[config.mk]
export PLATFORM = sky130hd
export DESIGN_NAME = tuner_serial_command_receiver_flat
export DESIGN_NICKNAME = d
export VERILOG_FILES = /design/src/tscr_pkg.sv /design/src/tscr_if.sv /design/src/tscr_scan.sv /design/src/tuner_serial_command_receiver.sv /design/src/flat_wrapper.sv
export VERILOG_INCLUDE_DIRS = /design/src /design/src/src
export SDC_FILE = /design/constraint.sdc
export NUM_CORES = 1
export LEC_CHECK = 0
export BUFFER_PORTS_ARGS = -buffer_cell sky130_fd_sc_hd__buf_4
export CAP_MARGIN = 15
export CORE_MARGIN = 2
export CORE_UTILIZATION = 55
export DETAILED_ROUTE_END_ITERATION = 6
export PLACE_DENSITY = 0.76
export SLEW_MARGIN = 30
export SYNTH_ARGS = -nofsm -noshare
export SYNTH_HDL_FRONTEND = slang
export SYNTH_HIERARCHICAL = 1
export SYNTH_SLANG_ARGS = --single-unit
[constraint.sdc]
create_clock -name clk_i -period 4.4 [get_ports clk_i]
set_clock_uncertainty 0.1 [all_clocks]
set_input_delay 0.88 -clock clk_i [delete_from_list [all_inputs] [get_ports clk_i]]
set_output_delay 0.88 -clock clk_i [all_outputs]
set_load 0.03 [all_outputs]
[src/tuner_serial_command_receiver_defines.svh]
// Assertion macros for the tuner serial command receiver
`ifndef TUNER_SERIAL_COMMAND_RECEIVER_DEFINES_SVH
`define TUNER_SERIAL_COMMAND_RECEIVER_DEFINES_SVH
// assert that a implies b on every clock edge out of reset
`define TSCR_ASSERT_IMPL(lbl, clk, rstn, a, b) \
  lbl: assert property (@(posedge clk) disable iff (!rstn) (a) |-> (b)) \
    else $error("assertion failed");
// assert that a implies b on the next clock edge
`define TSCR_ASSERT_NEXT(lbl, clk, rstn, a, b) \
  lbl: assert property (@(posedge clk) disable iff (!rstn) (a) |=> (b)) \
    else $error("assertion failed");
`endif

[src/tscr_pkg.sv]
// Package: types, constants and channel id table for the tuner receiver
`timescale 1ns / 1ps
package tscr_pkg;
  localparam int unsigned ChannelCountDefault = 62;
  localparam int unsigned IdTableLen = 62;

  typedef enum logic [2:0] {
    PH_STOP  = 3'd0,
    PH_DELAY = 3'd1,
    PH_START = 3'd2,
    PH_NEXT  = 3'd3,
    PH_ACK   = 3'd4,
    PH_READ  = 3'd5
  } phase_e;

  typedef enum logic [2:0] {
    OP_SER_A = 3'd0,
    OP_SER_B = 3'd1,
    OP_WR_C  = 3'd2,
    OP_WR_D  = 3'd3,
    OP_RD_A  = 3'd4,
    OP_RD_B  = 3'd5
  } opcode_e;

  typedef enum logic [1:0] {
    SEQ_IDLE = 2'd0,
    SEQ_SCAN = 2'd1,
    SEQ_OUT  = 2'd2
  } seq_e;

  localparam logic [7:0] LineReset0 = 8'h67;
  localparam logic [7:0] LineReset1 = 8'hE7;
  localparam logic [7:0] CmdSet     = 8'hD8;
  localparam logic [7:0] CmdRead    = 8'hD9;
  localparam logic [7:0] CmdTune    = 8'hC0;
  localparam logic [7:0] TuneSkip   = 8'h86;
  localparam logic [7:0] SubFrame   = 8'h0D;
  localparam logic [7:0] SubAv      = 8'h02;
  localparam logic [7:0] AvOn       = 8'hE1;
  localparam logic [7:0] SubContr   = 8'h10;
  localparam logic [7:0] SubBright  = 8'h11;
  localparam logic [7:0] ReadDone   = 8'h40;

  typedef struct packed {
    logic [7:0]  read_data;
    logic [5:0]  channel_index;
    logic        av_input_on;
    logic [7:0]  contrast_level;
    logic [7:0]  brightness_level;
    logic        frame_request;
  } result_t;

  function automatic logic [15:0] id_lookup(input logic [5:0] idx);
    logic [15:0] r;
    begin
      case (idx)
        6'd0:  r = 16'h0890; 6'd1:  r = 16'h08F0; 6'd2:  r = 16'h0950;
        6'd3:  r = 16'h0D90; 6'd4:  r = 16'h0DF0; 6'd5:  r = 16'h0E50;
        6'd6:  r = 16'h0EB0; 6'd7:  r = 16'h0EF0; 6'd8:  r = 16'h0F50;
        6'd9:  r = 16'h0FB0; 6'd10: r = 16'h1010; 6'd11: r = 16'h1070;
        6'd12: r = 16'h2050; 6'd13: r = 16'h20B0; 6'd14: r = 16'h2110;
        6'd15: r = 16'h2170; 6'd16: r = 16'h21D0; 6'd17: r = 16'h2230;
        6'd18: r = 16'h2290; 6'd19: r = 16'h22F0; 6'd20: r = 16'h2350;
        6'd21: r = 16'h23B0; 6'd22: r = 16'h2410; 6'd23: r = 16'h2470;
        6'd24: r = 16'h24D0; 6'd25: r = 16'h2530; 6'd26: r = 16'h2590;
        6'd27: r = 16'h25F0; 6'd28: r = 16'h2650; 6'd29: r = 16'h26B0;
        6'd30: r = 16'h2710; 6'd31: r = 16'h2770; 6'd32: r = 16'h27D0;
        6'd33: r = 16'h2830; 6'd34: r = 16'h2890; 6'd35: r = 16'h28F0;
        6'd36: r = 16'h2950; 6'd37: r = 16'h29B0; 6'd38: r = 16'h2A10;
        6'd39: r = 16'h2A70; 6'd40: r = 16'h2AD0; 6'd41: r = 16'h2B30;
        6'd42: r = 16'h2B90; 6'd43: r = 16'h2BF0; 6'd44: r = 16'h2C50;
        6'd45: r = 16'h2CB0; 6'd46: r = 16'h2D10; 6'd47: r = 16'h2D70;
        6'd48: r = 16'h2DD0; 6'd49: r = 16'h2E30; 6'd50: r = 16'h2E90;
        6'd51: r = 16'h2EF0; 6'd52: r = 16'h2F50; 6'd53: r = 16'h2FB0;
        6'd54: r = 16'h3010; 6'd55: r = 16'h3070; 6'd56: r = 16'h30D0;
        6'd57: r = 16'h3130; 6'd58: r = 16'h3190; 6'd59: r = 16'h31F0;
        6'd60: r = 16'h3250; 6'd61: r = 16'h32B0;
        default: r = 16'h0000;
      endcase
      return r;
    end
  endfunction
endpackage

[src/tscr_if.sv]
// Valid/ready channel interfaces for command input and result output
`timescale 1ns / 1ps
interface tscr_cmd_if;
  logic       valid;
  logic       ready;
  logic [2:0] opcode;
  logic [7:0] value;
  modport source (output valid, output opcode, output value, input ready);
  modport sink (input valid, input opcode, input value, output ready);
endinterface

interface tscr_res_if;
  logic                     valid;
  logic                     ready;
  tscr_pkg::result_t        payload;
  modport source (output valid, output payload, input ready);
  modport sink (input valid, input payload, output ready);
endinterface

[src/tscr_scan.sv]
// Iterative channel id search: one table entry compared per cycle
`timescale 1ns / 1ps
`include "tuner_serial_command_receiver_defines.svh"
module tscr_scan #(
  parameter int unsigned ChannelCount = tscr_pkg::ChannelCountDefault
) (
  input  logic        clk_i,
  input  logic        rst_ni,
  input  logic        start_i,
  input  logic [15:0] id_i,
  output logic        busy_o,
  output logic        done_o,
  output logic        hit_o,
  output logic [5:0]  index_o
);
  localparam int unsigned Limit =
    (ChannelCount < tscr_pkg::IdTableLen) ? ChannelCount : tscr_pkg::IdTableLen;
  localparam logic [5:0] LastIdx = 6'(Limit - 1);

  logic        busy_q, busy_d;
  logic        done_q, done_d;
  logic        hit_q, hit_d;
  logic [5:0]  idx_q, idx_d;
  logic [15:0] id_q, id_d;
  logic        match;

  assign match = (tscr_pkg::id_lookup(idx_q) == id_q);

  always_comb begin
    busy_d = busy_q;
    done_d = 1'b0;
    hit_d  = hit_q;
    idx_d  = idx_q;
    id_d   = id_q;
    if (start_i) begin
      busy_d = 1'b1;
      hit_d  = 1'b0;
      idx_d  = '0;
      id_d   = id_i;
    end else if (busy_q) begin
      if (match) begin
        busy_d = 1'b0;
        done_d = 1'b1;
        hit_d  = 1'b1;
      end else if (idx_q == LastIdx) begin
        busy_d = 1'b0;
        done_d = 1'b1;
      end else begin
        idx_d = idx_q + 6'd1;
      end
    end
  end

  always_ff @(posedge clk_i or negedge rst_ni) begin
    if (!rst_ni) begin
      busy_q <= 1'b0;
      done_q <= 1'b0;
      hit_q  <= 1'b0;
      idx_q  <= '0;
    end else begin
      busy_q <= busy_d;
      done_q <= done_d;
      hit_q  <= hit_d;
      idx_q  <= idx_d;
    end
  end

  always_ff @(posedge clk_i) begin
    id_q <= id_d;
  end

  assign busy_o  = busy_q;
  assign done_o  = done_q;
  assign hit_o   = hit_q;
  assign index_o = idx_q;

  `TSCR_ASSERT_IMPL(a_scan_idx_range, clk_i, rst_ni, busy_q, idx_q <= LastIdx)
  `TSCR_ASSERT_NEXT(a_scan_done_ends, clk_i, rst_ni, busy_q && !start_i && (match || idx_q == LastIdx), done_q && !busy_q)
  `TSCR_ASSERT_IMPL(a_scan_done_idle, clk_i, rst_ni, done_q, !busy_q)
endmodule

[src/tuner_serial_command_receiver.sv]
// Top level: serial link protocol, command decode and result register
// Latency: result valid the cycle after the input transfer. A C0 tune that
// completes adds the id search: one table entry compared per cycle, up to
// min(CHANNEL_COUNT, 62) entries compared when nothing matches.
// Throughput: one item at a time; input ready again once the result is taken.
// Reset (rst_ni, async low): stop phase, stream and command cleared, channel 1,
// all other registers zero.
`timescale 1ns / 1ps
`include "tuner_serial_command_receiver_defines.svh"
module tuner_serial_command_receiver #(
  parameter int unsigned CHANNEL_COUNT = tscr_pkg::ChannelCountDefault
) (
  input  logic clk_i,
  input  logic rst_ni,
  tscr_cmd_if.sink   in_i,
  tscr_res_if.source out_o
);
  tscr_pkg::phase_e ph_q, ph_d;
  tscr_pkg::seq_e   seq_q, seq_d;
  logic [5:0] tc_q, tc_d;
  logic [1:0] hb_q [4];
  logic [1:0] hb_d [4];
  logic [7:0] bs_q, bs_d;
  logic [7:0] cb_q [3];
  logic [7:0] cb_d [3];
  logic [2:0] cc_q, cc_d;
  logic       rp_q, rp_d;
  logic [5:0] ch_q, ch_d;
  logic       av_q, av_d;
  logic [7:0] con_q, con_d, bri_q, bri_d, sa_q, sa_d, sb_q, sb_d;
  logic [7:0] rd_q, rd_d;
  logic       fr_q, fr_d;
  logic       ovalid_q, ovalid_d;
  logic       scan_start;
  logic [15:0] scan_id;
  logic       scan_busy, scan_done, scan_hit;
  logic [5:0] scan_idx;
  logic       acc;

  assign acc = in_i.valid && in_i.ready;
  assign in_i.ready = (seq_q == tscr_pkg::SEQ_IDLE);

  tscr_scan #(.ChannelCount(CHANNEL_COUNT)) u_scan (
    .clk_i, .rst_ni,
    .start_i(scan_start), .id_i(scan_id),
    .busy_o(scan_busy), .done_o(scan_done), .hit_o(scan_hit), .index_o(scan_idx)
  );

  always_comb begin
    logic [7:0] v;
    logic [5:0] idx, cnt;
    logic       tune;
    logic [7:0] c0, p1, p2;
    logic       run;
    logic       clr;
    v = in_i.value;
    ph_d = ph_q; seq_d = seq_q; tc_d = tc_q; hb_d = hb_q; bs_d = bs_q;
    cb_d = cb_q; cc_d = cc_q; rp_d = rp_q; ch_d = ch_q; av_d = av_q;
    con_d = con_q; bri_d = bri_q; sa_d = sa_q; sb_d = sb_q;
    rd_d = rd_q; fr_d = fr_q; ovalid_d = ovalid_q;
    tune = 1'b0; scan_start = 1'b0; scan_id = '0;
    idx = tc_q; cnt = '0; run = 1'b0; clr = 1'b0;
    c0 = '0; p1 = '0; p2 = '0;
    case (seq_q)
      tscr_pkg::SEQ_IDLE: begin
        if (acc) begin
          rd_d = '0; fr_d = 1'b0;
          case (in_i.opcode)
            tscr_pkg::OP_SER_A, tscr_pkg::OP_SER_B: begin
              if (tc_q < 6'd63) tc_d = tc_q + 6'd1;
              if (idx < 6'd4) hb_d[idx[1:0]] = v[1:0];
              if (idx < 6'd32 && idx[1:0] == 2'd1) bs_d = {bs_q[6:0], v[0]};
              cnt = tc_d;
              if (v == tscr_pkg::LineReset0 || v == tscr_pkg::LineReset1) begin
                clr = 1'b1;
              end else if (ph_q == tscr_pkg::PH_STOP && cnt == 6'd3) begin
                if (hb_d[1] == 2'd3) begin
                  ph_d = hb_d[2][0] ? tscr_pkg::PH_DELAY : tscr_pkg::PH_START;
                  clr = 1'b1;
                end
              end else if (ph_q == tscr_pkg::PH_DELAY && cnt == 6'd1) begin
                if (!v[0]) ph_d = tscr_pkg::PH_START;
                clr = 1'b1;
              end else if (ph_q == tscr_pkg::PH_NEXT && cnt == 6'd3 && !rp_q) begin
                if (hb_d[1] == 2'd2) begin
                  // command runs in stop phase: D8 forms and C0 tune act here
                  if (cc_q == 3'd3 && cb_q[0] == tscr_pkg::CmdSet) begin
                    if (cb_q[1] == tscr_pkg::SubFrame && cb_q[2] == 8'h00) fr_d = 1'b1;
                    else if (cb_q[1] == tscr_pkg::SubAv)
                      av_d = (cb_q[2] == tscr_pkg::AvOn);
                    else if (cb_q[1] == tscr_pkg::SubContr) con_d = cb_q[2];
                    else if (cb_q[1] == tscr_pkg::SubBright) bri_d = cb_q[2];
                  end else if (cc_q == 3'd3 && cb_q[0] == tscr_pkg::CmdTune &&
                               cb_q[1] != tscr_pkg::TuneSkip) begin
                    tune = 1'b1;
                  end
                  ph_d = tscr_pkg::PH_STOP;
                  clr = 1'b1;
                  cc_d = '0; cb_d[0] = '0; cb_d[1] = '0; cb_d[2] = '0;
                  rp_d = 1'b0;
                end
              end else if (ph_q == tscr_pkg::PH_NEXT && cnt == 6'd4 && rp_q) begin
                if (hb_d[0] == 2'd1 && hb_d[1] == 2'd0 && hb_d[2] == 2'd2 &&
                    hb_d[3] == 2'd3) begin
                  ph_d = tscr_pkg::PH_STOP;
                  clr = 1'b1;
                  cc_d = '0; cb_d[0] = '0; cb_d[1] = '0; cb_d[2] = '0;
                  rp_d = 1'b0;
                end
              end else if ((ph_q == tscr_pkg::PH_START || ph_q == tscr_pkg::PH_NEXT) &&
                           cnt == 6'd32) begin
                ph_d = tscr_pkg::PH_ACK;
                clr = 1'b1;
                if (cc_q < 3'd3) cb_d[cc_q[1:0]] = bs_d;
                if (cc_q < 3'd4) cc_d = cc_q + 3'd1;
              end
              if (clr) begin
                tc_d = '0; hb_d[0] = '0; hb_d[1] = '0; hb_d[2] = '0; hb_d[3] = '0;
                bs_d = '0;
              end
              if (ph_d == tscr_pkg::PH_READ) begin
                if (tc_d == 6'd24) begin
                  ph_d = tscr_pkg::PH_ACK;
                  tc_d = '0; hb_d[0] = '0; hb_d[1] = '0; hb_d[2] = '0; hb_d[3] = '0;
                  bs_d = '0;
                  cc_d = '0; cb_d[0] = '0; cb_d[1] = '0; cb_d[2] = '0;
                  sa_d = sa_q | tscr_pkg::ReadDone;
                end
              end else if (ph_d == tscr_pkg::PH_ACK && tc_d == 6'd4) begin
                ph_d = tscr_pkg::PH_NEXT;
                tc_d = '0; hb_d[0] = '0; hb_d[1] = '0; hb_d[2] = '0; hb_d[3] = '0;
                bs_d = '0;
                c0 = cb_d[0]; p1 = cb_d[1]; p2 = cb_d[2];
                run = 1'b1;
                // command runs in next phase: D9 read or C0 tune
                if (cc_d == 3'd1 && c0 == tscr_pkg::CmdRead) begin
                  ph_d = tscr_pkg::PH_READ;
                  rp_d = 1'b1;
                end else if (cc_d == 3'd3 && c0 == tscr_pkg::CmdTune &&
                             p1 != tscr_pkg::TuneSkip) begin
                  tune = 1'b1;
                end
              end
              if (tune) begin
                scan_start = 1'b1;
                scan_id = run ? {p1, p2} : {cb_q[1], cb_q[2]};
              end
            end
            tscr_pkg::OP_WR_C: sa_d = v;
            tscr_pkg::OP_WR_D: sb_d = v;
            tscr_pkg::OP_RD_A: rd_d = sa_q;
            tscr_pkg::OP_RD_B: rd_d = sb_q;
            default: ;
          endcase
          if (tune) begin
            seq_d = tscr_pkg::SEQ_SCAN;
          end else begin
            seq_d = tscr_pkg::SEQ_OUT;
            ovalid_d = 1'b1;
          end
        end
      end
      tscr_pkg::SEQ_SCAN: begin
        if (scan_done) begin
          if (scan_hit) ch_d = scan_idx;
          seq_d = tscr_pkg::SEQ_OUT;
          ovalid_d = 1'b1;
        end
      end
      tscr_pkg::SEQ_OUT: begin
        if (out_o.ready) begin
          ovalid_d = 1'b0;
          seq_d = tscr_pkg::SEQ_IDLE;
        end
      end
      default: seq_d = tscr_pkg::SEQ_IDLE;
    endcase
  end

  always_ff @(posedge clk_i or negedge rst_ni) begin
    if (!rst_ni) begin
      ph_q <= tscr_pkg::PH_STOP; seq_q <= tscr_pkg::SEQ_IDLE;
      tc_q <= '0; bs_q <= '0; cc_q <= '0; rp_q <= 1'b0;
      for (int i = 0; i < 4; i++) hb_q[i] <= '0;
      for (int i = 0; i < 3; i++) cb_q[i] <= '0;
      ch_q <= 6'd1; av_q <= 1'b0; con_q <= '0; bri_q <= '0;
      sa_q <= '0; sb_q <= '0; ovalid_q <= 1'b0;
      rd_q <= '0; fr_q <= 1'b0;
    end else begin
      ph_q <= ph_d; seq_q <= seq_d; tc_q <= tc_d; bs_q <= bs_d;
      cc_q <= cc_d; rp_q <= rp_d; hb_q <= hb_d; cb_q <= cb_d;
      ch_q <= ch_d; av_q <= av_d; con_q <= con_d; bri_q <= bri_d;
      sa_q <= sa_d; sb_q <= sb_d; ovalid_q <= ovalid_d;
      rd_q <= rd_d; fr_q <= fr_d;
    end
  end

  assign out_o.valid = ovalid_q;
  assign out_o.payload.read_data = rd_q;
  assign out_o.payload.channel_index = ch_q;
  assign out_o.payload.av_input_on = av_q;
  assign out_o.payload.contrast_level = con_q;
  assign out_o.payload.brightness_level = bri_q;
  assign out_o.payload.frame_request = fr_q;

  `TSCR_ASSERT_IMPL(a_valid_in_out, clk_i, rst_ni, ovalid_q, seq_q == tscr_pkg::SEQ_OUT)
  `TSCR_ASSERT_IMPL(a_scan_only_in_scan, clk_i, rst_ni, scan_busy, seq_q == tscr_pkg::SEQ_SCAN)
  `TSCR_ASSERT_IMPL(a_cc_sat, clk_i, rst_ni, 1'b1, cc_q <= 3'd4)
  `TSCR_ASSERT_IMPL(a_read_phase, clk_i, rst_ni, ph_q == tscr_pkg::PH_READ, rp_q)
endmodule
[src/flat_wrapper.sv]
// flat-port wrapper written by rule: the top's interface ports become plain ports
module tuner_serial_command_receiver_flat 
#(
  parameter int unsigned CHANNEL_COUNT = tscr_pkg::ChannelCountDefault
)
  (clk_i, rst_ni, in_i_valid, in_i_opcode, in_i_value, in_i_ready, out_o_valid, out_o_payload, out_o_ready);
  tscr_cmd_if in_i_i ();
  tscr_res_if out_o_i ();
  input  logic clk_i;
  input  logic rst_ni;
  input wire logic [$bits(in_i_i.valid)-1:0] in_i_valid;
  input wire logic [$bits(in_i_i.opcode)-1:0] in_i_opcode;
  input wire logic [$bits(in_i_i.value)-1:0] in_i_value;
  output wire logic [$bits(in_i_i.ready)-1:0] in_i_ready;
  output wire logic [$bits(out_o_i.valid)-1:0] out_o_valid;
  output wire logic [$bits(out_o_i.payload)-1:0] out_o_payload;
  input wire logic [$bits(out_o_i.ready)-1:0] out_o_ready;
  assign in_i_i.valid = in_i_valid;
  assign in_i_i.opcode = in_i_opcode;
  assign in_i_i.value = in_i_value;
  assign in_i_ready = in_i_i.ready;
  assign out_o_valid = out_o_i.valid;
  assign out_o_payload = out_o_i.payload;
  assign out_o_i.ready = out_o_ready;
  tuner_serial_command_receiver #(.CHANNEL_COUNT(CHANNEL_COUNT)) u_core (.clk_i(clk_i), .rst_ni(rst_ni), .in_i(in_i_i), .out_o(out_o_i));
endmodule
Word-level counts from Yosys, hierarchy flattened
Memory sizes are Yosys's and may differ from the RTL's.
Cells that the tools add are included.

word-level totals
  output and inout port bits = 34
  word-level logic and storage cells = 318
  input port bits = 15
  register bits after elaboration = 129
  bits in read-only memories = 640
  memories kept = 1

memory list
  memory           words  bits a word  read ports  clocked after memory_dff  wr ports  line            source
  (no name shown)  64     10           1           0                         0         tscr_pkg.sv:56  case (idx)

operators by class
  $lt $le $gt $ge = 9
  equal/unequal tests = 50
  muxes and demuxes = 169
  reduce and logical (&&, ||, !) cells = 49
  bitwise logic cells = 9
  add/subtract/negate cells = 3

operator list
  kind                                                  count
  2-to-1 mux 24 bit                                     14
  2-to-1 mux 8 bit                                      22
  2-to-1 mux 3 bit                                      31
  2-to-1 mux 6 bit                                      15
  2-to-1 mux 1 bit                                      71
  equality test 8 bit (second input constant)           6
  one-hot mux 8 bit (2 select lines)                    2
  bitwise mux 24 bit                                    1
  logical AND 1 bit                                     22
  equality test 3 x 2 -> 1 bit (second input constant)  6
  demux 8 bit (select 2 bit)                            1
  equality test 16 bit                                  1
  equality test 8 x 5 -> 1 bit (second input constant)  2
  2-to-1 mux 16 bit                                     1
  != test 8 bit (second input constant)                 2
  AND reduction 3 bit                                   5
  AND reduction 13 bit                                  1
  adder 6 x 1 -> 6 bit (second input constant)          2
  equality test 3 bit (second input constant)           4
  equality test 6 x 3 -> 1 bit (second input constant)  2
  equality test 6 bit (second input constant)           2
  < comparator 6 bit (second input constant)            2
  2-to-1 mux 2 bit                                      6
  AND reduction 12 bit                                  1
  other kinds (36)                                      67

Depth between registers and ports, before layout
Gate-level depths: netlist of run 1.

  depth after elaboration = 40
  mapped depth = 18
  gate-level depth less buffers = 15

Modules after synthesis
Netlist of run 1, hierarchy kept.

modules (own cells, without submodules)
  module                         area an instance (um^2)  cells each  sequential area each (um^2)  instances
  tuner_serial_command_receiver  6135.9                   656         2603.7                       1
  tscr_scan                      1727.9                   169         705.7                        1

Worst setup path before layout of run 1
Ideal clock, no wire load.

  kind = input to register
  start = in in_i_value[1]
  end = reg u_core.u_scan.idx_q[0], in the netlist u_core/u_scan/index_o[0]
  setup time = 0.125 ns
  stages = 14
  path slack = 0.170 ns
  buffers on the path = 3
  data required time = 4.175 ns
  arrival time = 4.005 ns
  cells stage by stage = clkbuf_1 nand4_1 or4b_2 nand2_1 nor2_1 mux2_2 a221oi_1 and4_1 a41oi_2 nor2_4 buf_6 clkbuf_1 nor2_1 mux2_4

between the ends
  longest elaborated chain between the ends = 35
  elaborated cells between the ends (all ways) = 96
  classes of those cells = eq/ne (17); mux (68); reduce/logical (11)

RTL lines
  element                                                                               line                                  source
  start: declaration                                                                    flat_wrapper.sv:13                    input wire logic [$bits(in_i_i.value)-1:0] in_i_value;
  bitwise mux 8 bit                                                                     tuner_serial_command_receiver.sv:71   if (idx < 6'd4) hb_d[idx[1:0]] = v[1:0];
  2-to-1 mux 8 bit                                                                      tuner_serial_command_receiver.sv:71
  2-to-1 mux 8 bit                                                                      tuner_serial_command_receiver.sv:68   case (in_i.opcode)
  2-to-1 mux 8 bit                                                                      tuner_serial_command_receiver.sv:66   if (acc) begin
  2-to-1 mux 8 bit                                                                      tuner_serial_command_receiver.sv:64   case (seq_q)
  equality test 2 x 1 -> 1 bit / logical NOT 2 bit (equally long branches)              tuner_serial_command_receiver.sv:103  if (hb_d[0] == 2'd1 && hb_d[1] == 2'd0 && hb_d[2] == 2'd2 &&
  logical AND 1 bit (3 in series)                                                       tuner_serial_command_receiver.sv:103
  2-to-1 mux 1 bit                                                                      tuner_serial_command_receiver.sv:103
  [18 not listed]                                                                       --
  2-to-1 mux 1 bit (*)                                                                  tuner_serial_command_receiver.sv:64
  2-to-1 mux 1 bit (*)                                                                  tuner_serial_command_receiver.sv:144  if (tune) begin
  2-to-1 mux 1 bit (*)                                                                  tuner_serial_command_receiver.sv:68
  2-to-1 mux 1 bit (*)                                                                  tuner_serial_command_receiver.sv:66
  2-to-1 mux 1 bit (*)                                                                  tuner_serial_command_receiver.sv:64
  net u_core.scan_start                                                                 tuner_serial_command_receiver.sv:34   logic scan_start;
  != test 2 x 1 -> 1 bit (no source line) / nonzero test 2 bit (equally long branches)  --
  AND reduction 3 bit (no source line)                                                  --
  end signal: assignment                                                                tscr_scan.sv:64                       idx_q <= idx_d;
  end: declaration                                                                      tscr_scan.sv:23                       logic [5:0] idx_q, idx_d;

The timed path passes the listed nets; every way through them passes the cells marked *. The select of a mux whose other input is x is not followed.
A chain may end at the register's enable or synchronous reset.

Worst setup path after layout of run 1
  start = reg u_core.tc_q[2]
  end = reg u_core.u_scan.idx_q[3], in the netlist u_core/u_scan/index_o[3]

between the ends
  longest elaborated chain between the ends = 35
  elaborated cells between the ends (all ways) = 123
  classes of those cells = add/sub (1); order compare (3); eq/ne (19); mux (82); reduce/logical (18)

RTL lines
  element                                                                               line                                  source
  start: declaration                                                                    tuner_serial_command_receiver.sv:20   logic [5:0] tc_q, tc_d;
  start signal: assignment                                                              tuner_serial_command_receiver.sv:190  ph_q <= ph_d; seq_q <= seq_d; tc_q <= tc_d; bs_q <= bs_d;
  < comparator 6 x 3 -> 1 bit                                                           tuner_serial_command_receiver.sv:71
  2-to-1 mux 8 bit                                                                      tuner_serial_command_receiver.sv:71
  2-to-1 mux 8 bit                                                                      tuner_serial_command_receiver.sv:68
  2-to-1 mux 8 bit                                                                      tuner_serial_command_receiver.sv:66
  2-to-1 mux 8 bit                                                                      tuner_serial_command_receiver.sv:64
  equality test 2 x 1 -> 1 bit / logical NOT 2 bit (equally long branches)              tuner_serial_command_receiver.sv:103
  logical AND 1 bit (3 in series)                                                       tuner_serial_command_receiver.sv:103
  2-to-1 mux 1 bit                                                                      tuner_serial_command_receiver.sv:103
  [17 not listed]                                                                       --
  2-to-1 mux 1 bit (*)                                                                  tuner_serial_command_receiver.sv:66
  2-to-1 mux 1 bit (*)                                                                  tuner_serial_command_receiver.sv:64
  2-to-1 mux 1 bit (*)                                                                  tuner_serial_command_receiver.sv:144
  2-to-1 mux 1 bit (*)                                                                  tuner_serial_command_receiver.sv:68
  2-to-1 mux 1 bit (*)                                                                  tuner_serial_command_receiver.sv:66
  2-to-1 mux 1 bit (*)                                                                  tuner_serial_command_receiver.sv:64
  != test 2 x 1 -> 1 bit (no source line) / nonzero test 2 bit (equally long branches)  --
  AND reduction 3 bit (no source line)                                                  --

Mark *: on every way between the ends. The rest lies on a longest branch, timed or not. The select of a mux whose other input is x is not followed.

==> impl_metrics.py, run 1 <==
metrics = {
    "route": {
        "remaining_drc_errors": 1,
        "vias": 6827,
        "detail_route.wl_per_cell_um": 19.3,
        "firstDrtPassIters": 7,
        "viasPerCell": 6.38,
        "wirelength_mm": 20.7,
        "final_antenna_net_count": 0,
        "drt_iter0_drc": 679,
    },
    "finish": {
        "nets": 914,
        "num_antenna_cells": 0,
        "areaGrowthSynthToFinish_pct": 15.2,
        "drive_gt1_frac": 0.207,
    },
    "pwr": {
        "p_sw_frac": 0.345,
        "clockPowerShare": 0.349,
        "comb_power_share": 0.292,
        "power_density_nw_per_um2": 449,
        "p_leak_nw": 3.82,
        "p_int_mw": 2.66,
        "switching_power_mw": 1.40,
        "max-vdd-ir-drop_uv": 236,
        "seqPwrFrac": 0.359,
    },
    "sta": {
        "rsz0062_at_grt": "no",
        "slew_viol_final": 0,
        "period_minus_slack_ns": 4.12,
        "period_share": 0.937,
        "maxSlewHeadroom": 0.371,
        "hold_ws_ns": 0.371,
        "setup_viol": 0,
        "tns_ns": 0,
        "tightest_slew_ns": 0.943,
        "hold_viol": 0,
        "max_freq_mhz": 243,
    },
    "logic_synthesis": {
        "synth_edf_count": 16,
        "synth_ff_type": "dfrtp_1",
        "ys_seq_area_frac": 0.421,
        "synth_seq_cells": 129,
        "synth_nets": 862,
        "yosysUniqueCellTypes": 84,
        "synthCells": 825,
        "netlist_area_um2": 7860,
        "avgSynthCellArea_um2": 9.53,
        "async_flop_share": 0.876,
        "ys_warn_count": 6,
    },
    "floorplanning": {
        "core_um2": 13900,
        "die_area_um2": 15300,
        "ios": 49,
        "fp-row-count": 43,
        "initial_core_util": 0.564,
        "fp.dieW_um": 124,
        "die_h_um": 124,
    },
    "setup_path": {
        "endpoint_kind": "flop",
        "r2r_cells": 13,
        "critical_path_class": "flop to flop",
        "critPathLaunchType": "flop",
        "crit_required_ns": 4.60,
        "reg2reg_from": "u_core/tc_q[2]",
        "path_max_fanout": 44,
        "crit_arrival_ns": 4.32,
        "regToRegEndpoint": "u_core/u_scan/index_o[3]",
        "ff2ff_setup_slack_ns": 0.28,
    },
    "grt": {
        "grt_overflow": 0,
        "grt_pass1_wl_mm": 33.2,
        "grtUsageTotal": 0.282,
        "grt_start_max_net_pins": 71,
        "grt_pass1_vias": 6381,
        "antenna_found_initial": 0,
    },
    "clock_network": {
        "cts_sinks": 129,
        "cts.clk_slew.worst_paths_ns": 0.06,
        "cts_made_buffers": 17,
        "cts.path.max_buffers": 2,
        "h-tree-depth": 4,
        "cts_tree": "done",
        "clkLatencyLatePin_ns": 0.42,
        "root_buffer": "clkbuf_16",
    },
    "job": {
        "drv_cap": 0,
    },
    "placement": {
        "dp_hpwl_mm": 14.6,
        "gp_congestion": 0.957,
        "io_buffers": 48,
    },
    "hold_path": {
        "hp-class": "input pin to asynchronous set/reset pin",
    },
    "status": {
        "violations": "design-rule violations",
        "status": "finished with violations",
    },
}
## layout make-up
class                   instances  area (µm²)
clock inverters                 9         105
clock buffers                  23         489
fillers                      1119        4870
well taps                     180         225
inverters                      22        82.6
repair buffers                 80         617
multi-input cells             627        4230
flip-flops and latches        129        3310
## worst max-delay path, stage by stage (launching register included)
cell	delay [ns]
dfrtp_1	0.57
nand3_1	0.28
mux2i_1	0.50
a211oi_2	0.16
nor4_4	0.49
nor2_1	0.10
a211o_1	0.31
or3_1	0.37
a211oi_2	0.19
a41oi_2	0.20
nor2_4	0.14
buf_12	0.21
nor2_1	0.07
mux2_4	0.29
## cells by family (layout without fill, tap and decap cells)
group / after synthesis / after routing / share of synthesized area
AO/OA/AOI/OAI: 222 / 222 / 0.190
XOR/XNOR: 11 / 11 / 0.0123
adder cells (fa/ha/maj): 22 / 22 / 0.0350
buffers and inverters: 69 / 134 / 0.0433
flip-flops: 129 / 129 / 0.421
multiplexers: 60 / 60 / 0.0854
AND/OR/NAND/NOR: 312 / 312 / 0.214
## layout by cell type (no fill, tap or decap), types with 8 or more instances in the layout
master,n
a211oi_1,10
a21oi_1,45
a221oi_1,14
and2_1,24
buf_4,78
clkbuf_16,18
dfrtp_1,110
edfxtp_1,16
ha_1,21
inv_1,22
mux2_2,41
mux2i_1,15
nand2_1,84
nand2b_1,10
nand3_1,28
nand4_1,9
nor2_1,58
nor3_1,19
o21a_1,11
o21ai_0,59
o31ai_1,20
or3_1,8
## worst max-delay path by stage
stage                     depth (start not counted)                       end            from
after floorplan                                  14  u_core/u_scan/index_o[0]   in_i_value[1]
after global placement                           14  u_core/u_scan/index_o[3]   in_i_value[1]
after detailed placement                         15  u_core/u_scan/index_o[3]  u_core/tc_q[0]
after CTS                                        14  u_core/u_scan/index_o[3]  u_core/tc_q[0]
after global routing                             15  u_core/u_scan/index_o[3]  u_core/tc_q[0]
final                                            13  u_core/u_scan/index_o[3]  u_core/tc_q[2]
## power groups by stage
stage	sequential [mW]	combinational, mW	clock (mW)
2_1_floorplan	1.46	0.776	0
3_3_place_gp	1.46	1.14	0
3_5_place_dp	1.47	1.16	0
4_1_cts	1.45	1.17	1.44
5_1_grt	1.47	1.30	1.50
6_report	1.46	1.19	1.42
## stage by stage
step / cells / utilization / worst slack [ns] / total power, mW / instance area, µm²
global placement: 1038 / 0.606 / 0.297 / 2.61 / 8450
finish: 1070 / 0.650 / 0.277 / 4.06 / 9060
floorplan: 825 / - / 0.170 / 2.23 / 7860
detailed placement: 1038 / 0.606 / 0.185 / 2.63 / 8450
global route: 1070 / 0.650 / 0.0167 / 4.27 / 9060
CTS: 1070 / 0.649 / 0.135 / 4.06 / 9040
## synthesized netlist by cell type, drive strengths merged (4+ instances only)
library cell	instances	area share
xor2	5	0.0056
and3	6	0.0048
nand4	9	0.0072
nand2	85	0.041
and4	6	0.0067
or3	9	0.0078
edfxtp	16	0.061
a221oi	14	0.016
nor2	60	0.030
or4	5	0.0048
a22o	5	0.0056
nor3	23	0.017
o21ai	61	0.039
nor3b	6	0.0057
nor4	10	0.012
nand2b	10	0.0080
inv	22	0.011
o211ai	5	0.0048
o21a	11	0.011
mux2	45	0.066
a21oi	45	0.029
a31oi	6	0.0067
ha	22	0.035
or2	5	0.0040
nand3	28	0.018
and2	24	0.019
xnor2	6	0.0067
dfrtp	112	0.36
a22oi	4	0.0038
a21o	6	0.0057
buf	27	0.023
o31ai	20	0.019
mux2i	15	0.019
nor4b	6	0.0075
clkbuf	20	0.0095
nor2b	7	0.0056
a211oi	13	0.014
## metal layers
| metal | routed length (µm) | share of wire | track usage | vias to the layer above |
|---|---|---|---|---|
| met5 | 0 | 0 | 0 | - |
| met3 | 1430 | 0.069 | 0.0751 | 40 |
| met4 | 343 | 0.017 | 0.0717 | 0 |
| met2 | 9610 | 0.47 | 0.444 | 310 |
| li1 | - | - | - | 3165 |
| met1 | 9270 | 0.45 | 0.388 | 3312 |
## state kept, by name, indices dropped and copies added (netlist names), 6 cells and up
name	flops
u_core/cb_q	24
u_core/u_scan/id_q	16
u_core/bri_q	8
u_core/bs_q	8
u_core/con_q	8
u_core/hb_q	8
u_core/rd_q	8
u_core/sa_q	8
u_core/sb_q	8
u_core/ch_q	6
u_core/tc_q	6
u_core/u_scan/index_o	6
## what timing repair did
item	4_1_cts	5_1_grt
hold buffers	0	0
setup endpoints to repair	0	41
gates resized for setup	0	5
buffers inserted	0	0
Note: power is estimated with default switching activity, not from simulation.
==> run 2: changes to the inputs <==
--- a/config.mk
+++ b/config.mk
@@ -6,6 +6,7 @@
 export SDC_FILE = /design/constraint.sdc
 export NUM_CORES = 1
 export LEC_CHECK = 0
+export ABC_AREA = 1
 export BUFFER_PORTS_ARGS = -buffer_cell sky130_fd_sc_hd__buf_4
 export CAP_MARGIN = 15
 export CORE_MARGIN = 2
==> run 2 against run 1 <==
- the run now ends clean
- maximum frequency rose by 2.9%
- die area up 6.1%
- via count grew 11%
- clock power down 5%
- total power grew 48%
- register-to-register slack better by 0.12 ns
- synthesized area rose by 6.3%
- sequential cell count did not move
- first-iteration DRC count up 5.4%
- cell count up 26%
- critical endpoint is now u_core/u_scan/index_o[4]
- largest cell class unchanged
==> impl_metrics.py, run 2 <==
metrics = {
    "placement": {
        "io_buffers": 48,
        "gp_congestion": 0.932,
        "dpl_cell_area_um2": 8870,
        "dp_hpwl_mm": 14.6,
    },
    "grt": {
        "met2_usage": 0.399,
        "grt_pass1_vias": 7088,
        "grt-busiest-layer": "met2",
        "antenna_found_initial": 0,
        "grt_use_met3": 0.0473,
        "grt_pass1_wl_mm": 34.3,
        "grtUsageTotal": 0.261,
        "grt_start_max_net_pins": 109,
        "grtUsageMet1": 0.373,
        "grt_overflow": 0,
    },
    "status": {
        "status": "completed",
    },
    "pwr": {
        "p_leak_nw": 4.63,
        "max-vdd-ir-drop_uv": 295,
        "finalPower_mw": 6.03,
        "power_density_nw_per_um2": 638,
    },
    "floorplanning": {
        "ios": 49,
        "die_area_um2": 16200,
        "fp-row-count": 45,
        "fp.dieW_um": 127,
        "core_um2": 15000,
        "die_h_um": 127,
        "initial_core_util": 0.556,
    },
    "route": {
        "drt_iter0_drc": 716,
        "firstDrtPassIters": 5,
        "vias": 7596,
        "remaining_drc_errors": 0,
        "wirelength_mm": 20.4,
        "viasPerCell": 5.65,
        "detail_route.wl_per_cell_um": 15.2,
        "final_antenna_net_count": 0,
    },
    "finish": {
        "nets": 1180,
        "drive_gt1_frac": 0.170,
        "final_cell_mix": "nand2_1, inv_1, nor2_1, dfrtp_1",
        "layout_commonest_cell": "nand2_1",
        "fillers": 1336,
        "areaGrowthSynthToFinish_pct": 13.0,
        "layout.cell_area.non_filler_um2": 9450,
        "num_antenna_cells": 0,
        "largestRegisters": "u_core/cb_q x24, u_core/u_scan/id_q x16",
        "final_util": 0.629,
        "top_register": "u_core/cb_q",
        "largest_reg_flops": 24,
    },
    "logic_synthesis": {
        "synth_seq_cells": 129,
        "ys_seq_area_frac": 0.396,
        "synthCells": 1098,
        "synth_edf_count": 16,
        "ys_warn_count": 6,
        "synth_ff_type": "dfrtp_1",
        "synth.area.top_cells": "dfrtp_1, nand2_1, inv_1",
        "avgSynthCellArea_um2": 7.62,
        "synth_most_common_cell": "nand2_1",
        "netlist_area_um2": 8360,
        "yosysTopAreaCell": "dfrtp_1",
        "synth_nets": 1135,
        "async_flop_share": 0.876,
        "synth_common_cells": "nand2_1, inv_1, nor2_1",
        "yosysUniqueCellTypes": 50,
        "netlist.area_leader.share": 0.335,
    },
    "clock_network": {
        "root_buffer": "clkbuf_16",
        "cts.path.max_buffers": 2,
        "cts.clk_slew.worst_paths_ns": 0.06,
        "cts_made_buffers": 17,
        "cts_tree": "done",
        "h-tree-depth": 4,
        "clkLatencyLatePin_ns": 0.42,
        "post_cts_buffers": 0,
        "cts_sinks": 129,
        "cts_resized": 0,
        "cts_hold_buf": 0,
    },
    "sta": {
        "hold_viol": 0,
        "hold_ws_ns": 0.164,
        "max_freq_mhz": 250,
        "period_share": 0.911,
        "tightest_slew_ns": 0.818,
        "tns_ns": 0,
        "period_minus_slack_ns": 4.01,
        "setup_viol": 0,
        "maxSlewHeadroom": 0.450,
        "rsz0062_at_grt": "no",
        "slew_viol_final": 0,
    },
    "hold_path": {
        "hp-class": "input pin to asynchronous set/reset pin",
    },
    "setup_path": {
        "cp_top_family": "simple AND/OR/NAND/NOR gates",
        "slowest_stage": "dfrtp_1",
        "path_max_fanout": 9,
        "crit_arrival_ns": 4.21,
        "crit_required_ns": 4.61,
        "critical_path_class": "flop to flop",
        "crit_buf_inv": 5,
        "reg2reg_from": "u_core/tc_q[1]",
        "endpoint_kind": "flop",
        "critPathLaunchType": "flop",
        "slowest_delay_ns": 0.48,
        "startpoint": "u_core/tc_q[1]",
    },
    "job": {
        "drv_cap": 0,
    },
}
==> run 2: changes by cell type in the layout (fill, tap and decap cells not counted), moves of 24 or more <==
cell     previous run  this run
nand2_1            84       233
inv_1              22       133
nor2_1             58       116
nand3_1            28        75
mux2_2             41         7
o22ai_1             3        36
nand4_1             9        34
and2_1             24         0
==> run 2: power by group <==
group / internal (mW) / switching [mW]
combinational: 0.888 / 1.80
clock: 0.822 / 0.528
sequential: 1.57 / 0.422
total: 3.28 / 2.75
==> run 2: cell families (layout without fill, tap and decap cells) <==
kind of cell	Yosys count	count (layout)	share of synthesized area
XOR/XNOR	1	1	0.00105
multiplexers	10	10	0.0130
AO/OA/AOI/OAI	194	194	0.134
adder cells (fa/ha/maj)	22	22	0.0329
AND/OR/NAND/NOR	557	557	0.330
buffers and inverters	185	243	0.0926
flip-flops	129	129	0.396
==> run 2: metal layers <==
metal	part of all wire	up-vias	wire length, µm
met2	0.46	246	9450
li1	-	3752	-
met5	0	-	0
met1	0.46	3560	9430
met4	0.021	0	436
met3	0.053	38	1090
==> run 2: cell type report <==
class | instances | area [µm²] | area share
Clock inverter | 12 | 106 | 0.0113
Tap cell | 188 | 235 | 0.0249
Clock buffer | 20 | 467 | 0.0494
Sequential cell | 129 | 3310 | 0.350
Inverter | 150 | 564 | 0.0597
Timing Repair Buffer | 61 | 470 | 0.0498
Multi-Input combinational cell | 784 | 4300 | 0.455
==> run 2: stage by stage <==
| stage | std cells | setup slack [ns] |
|---|---|---|
| global placement | 1312 | 0.306 |
| global route | 1344 | 0.0518 |
| finish | 1344 | 0.393 |
| floorplan | 1098 | 0.493 |
| detailed placement | 1312 | 0.290 |
| CTS | 1344 | 0.387 |
==> run 2: final timing paths <==
check | to | slack, ns | cells after the start
min reg2reg | u_core/con_q[3] | 0.37 | 2
max in group asynchronous | u_core/sa_q[5] | 3.20 | 2
max reg2reg | u_core/u_scan/index_o[4] | 0.39 | 26
max | u_core/u_scan/index_o[4] | 0.39 | 26
min in group clk_i | u_core/con_q[3] | 0.37 | 2
min | u_core/hb_q[1] | 0.16 | 1
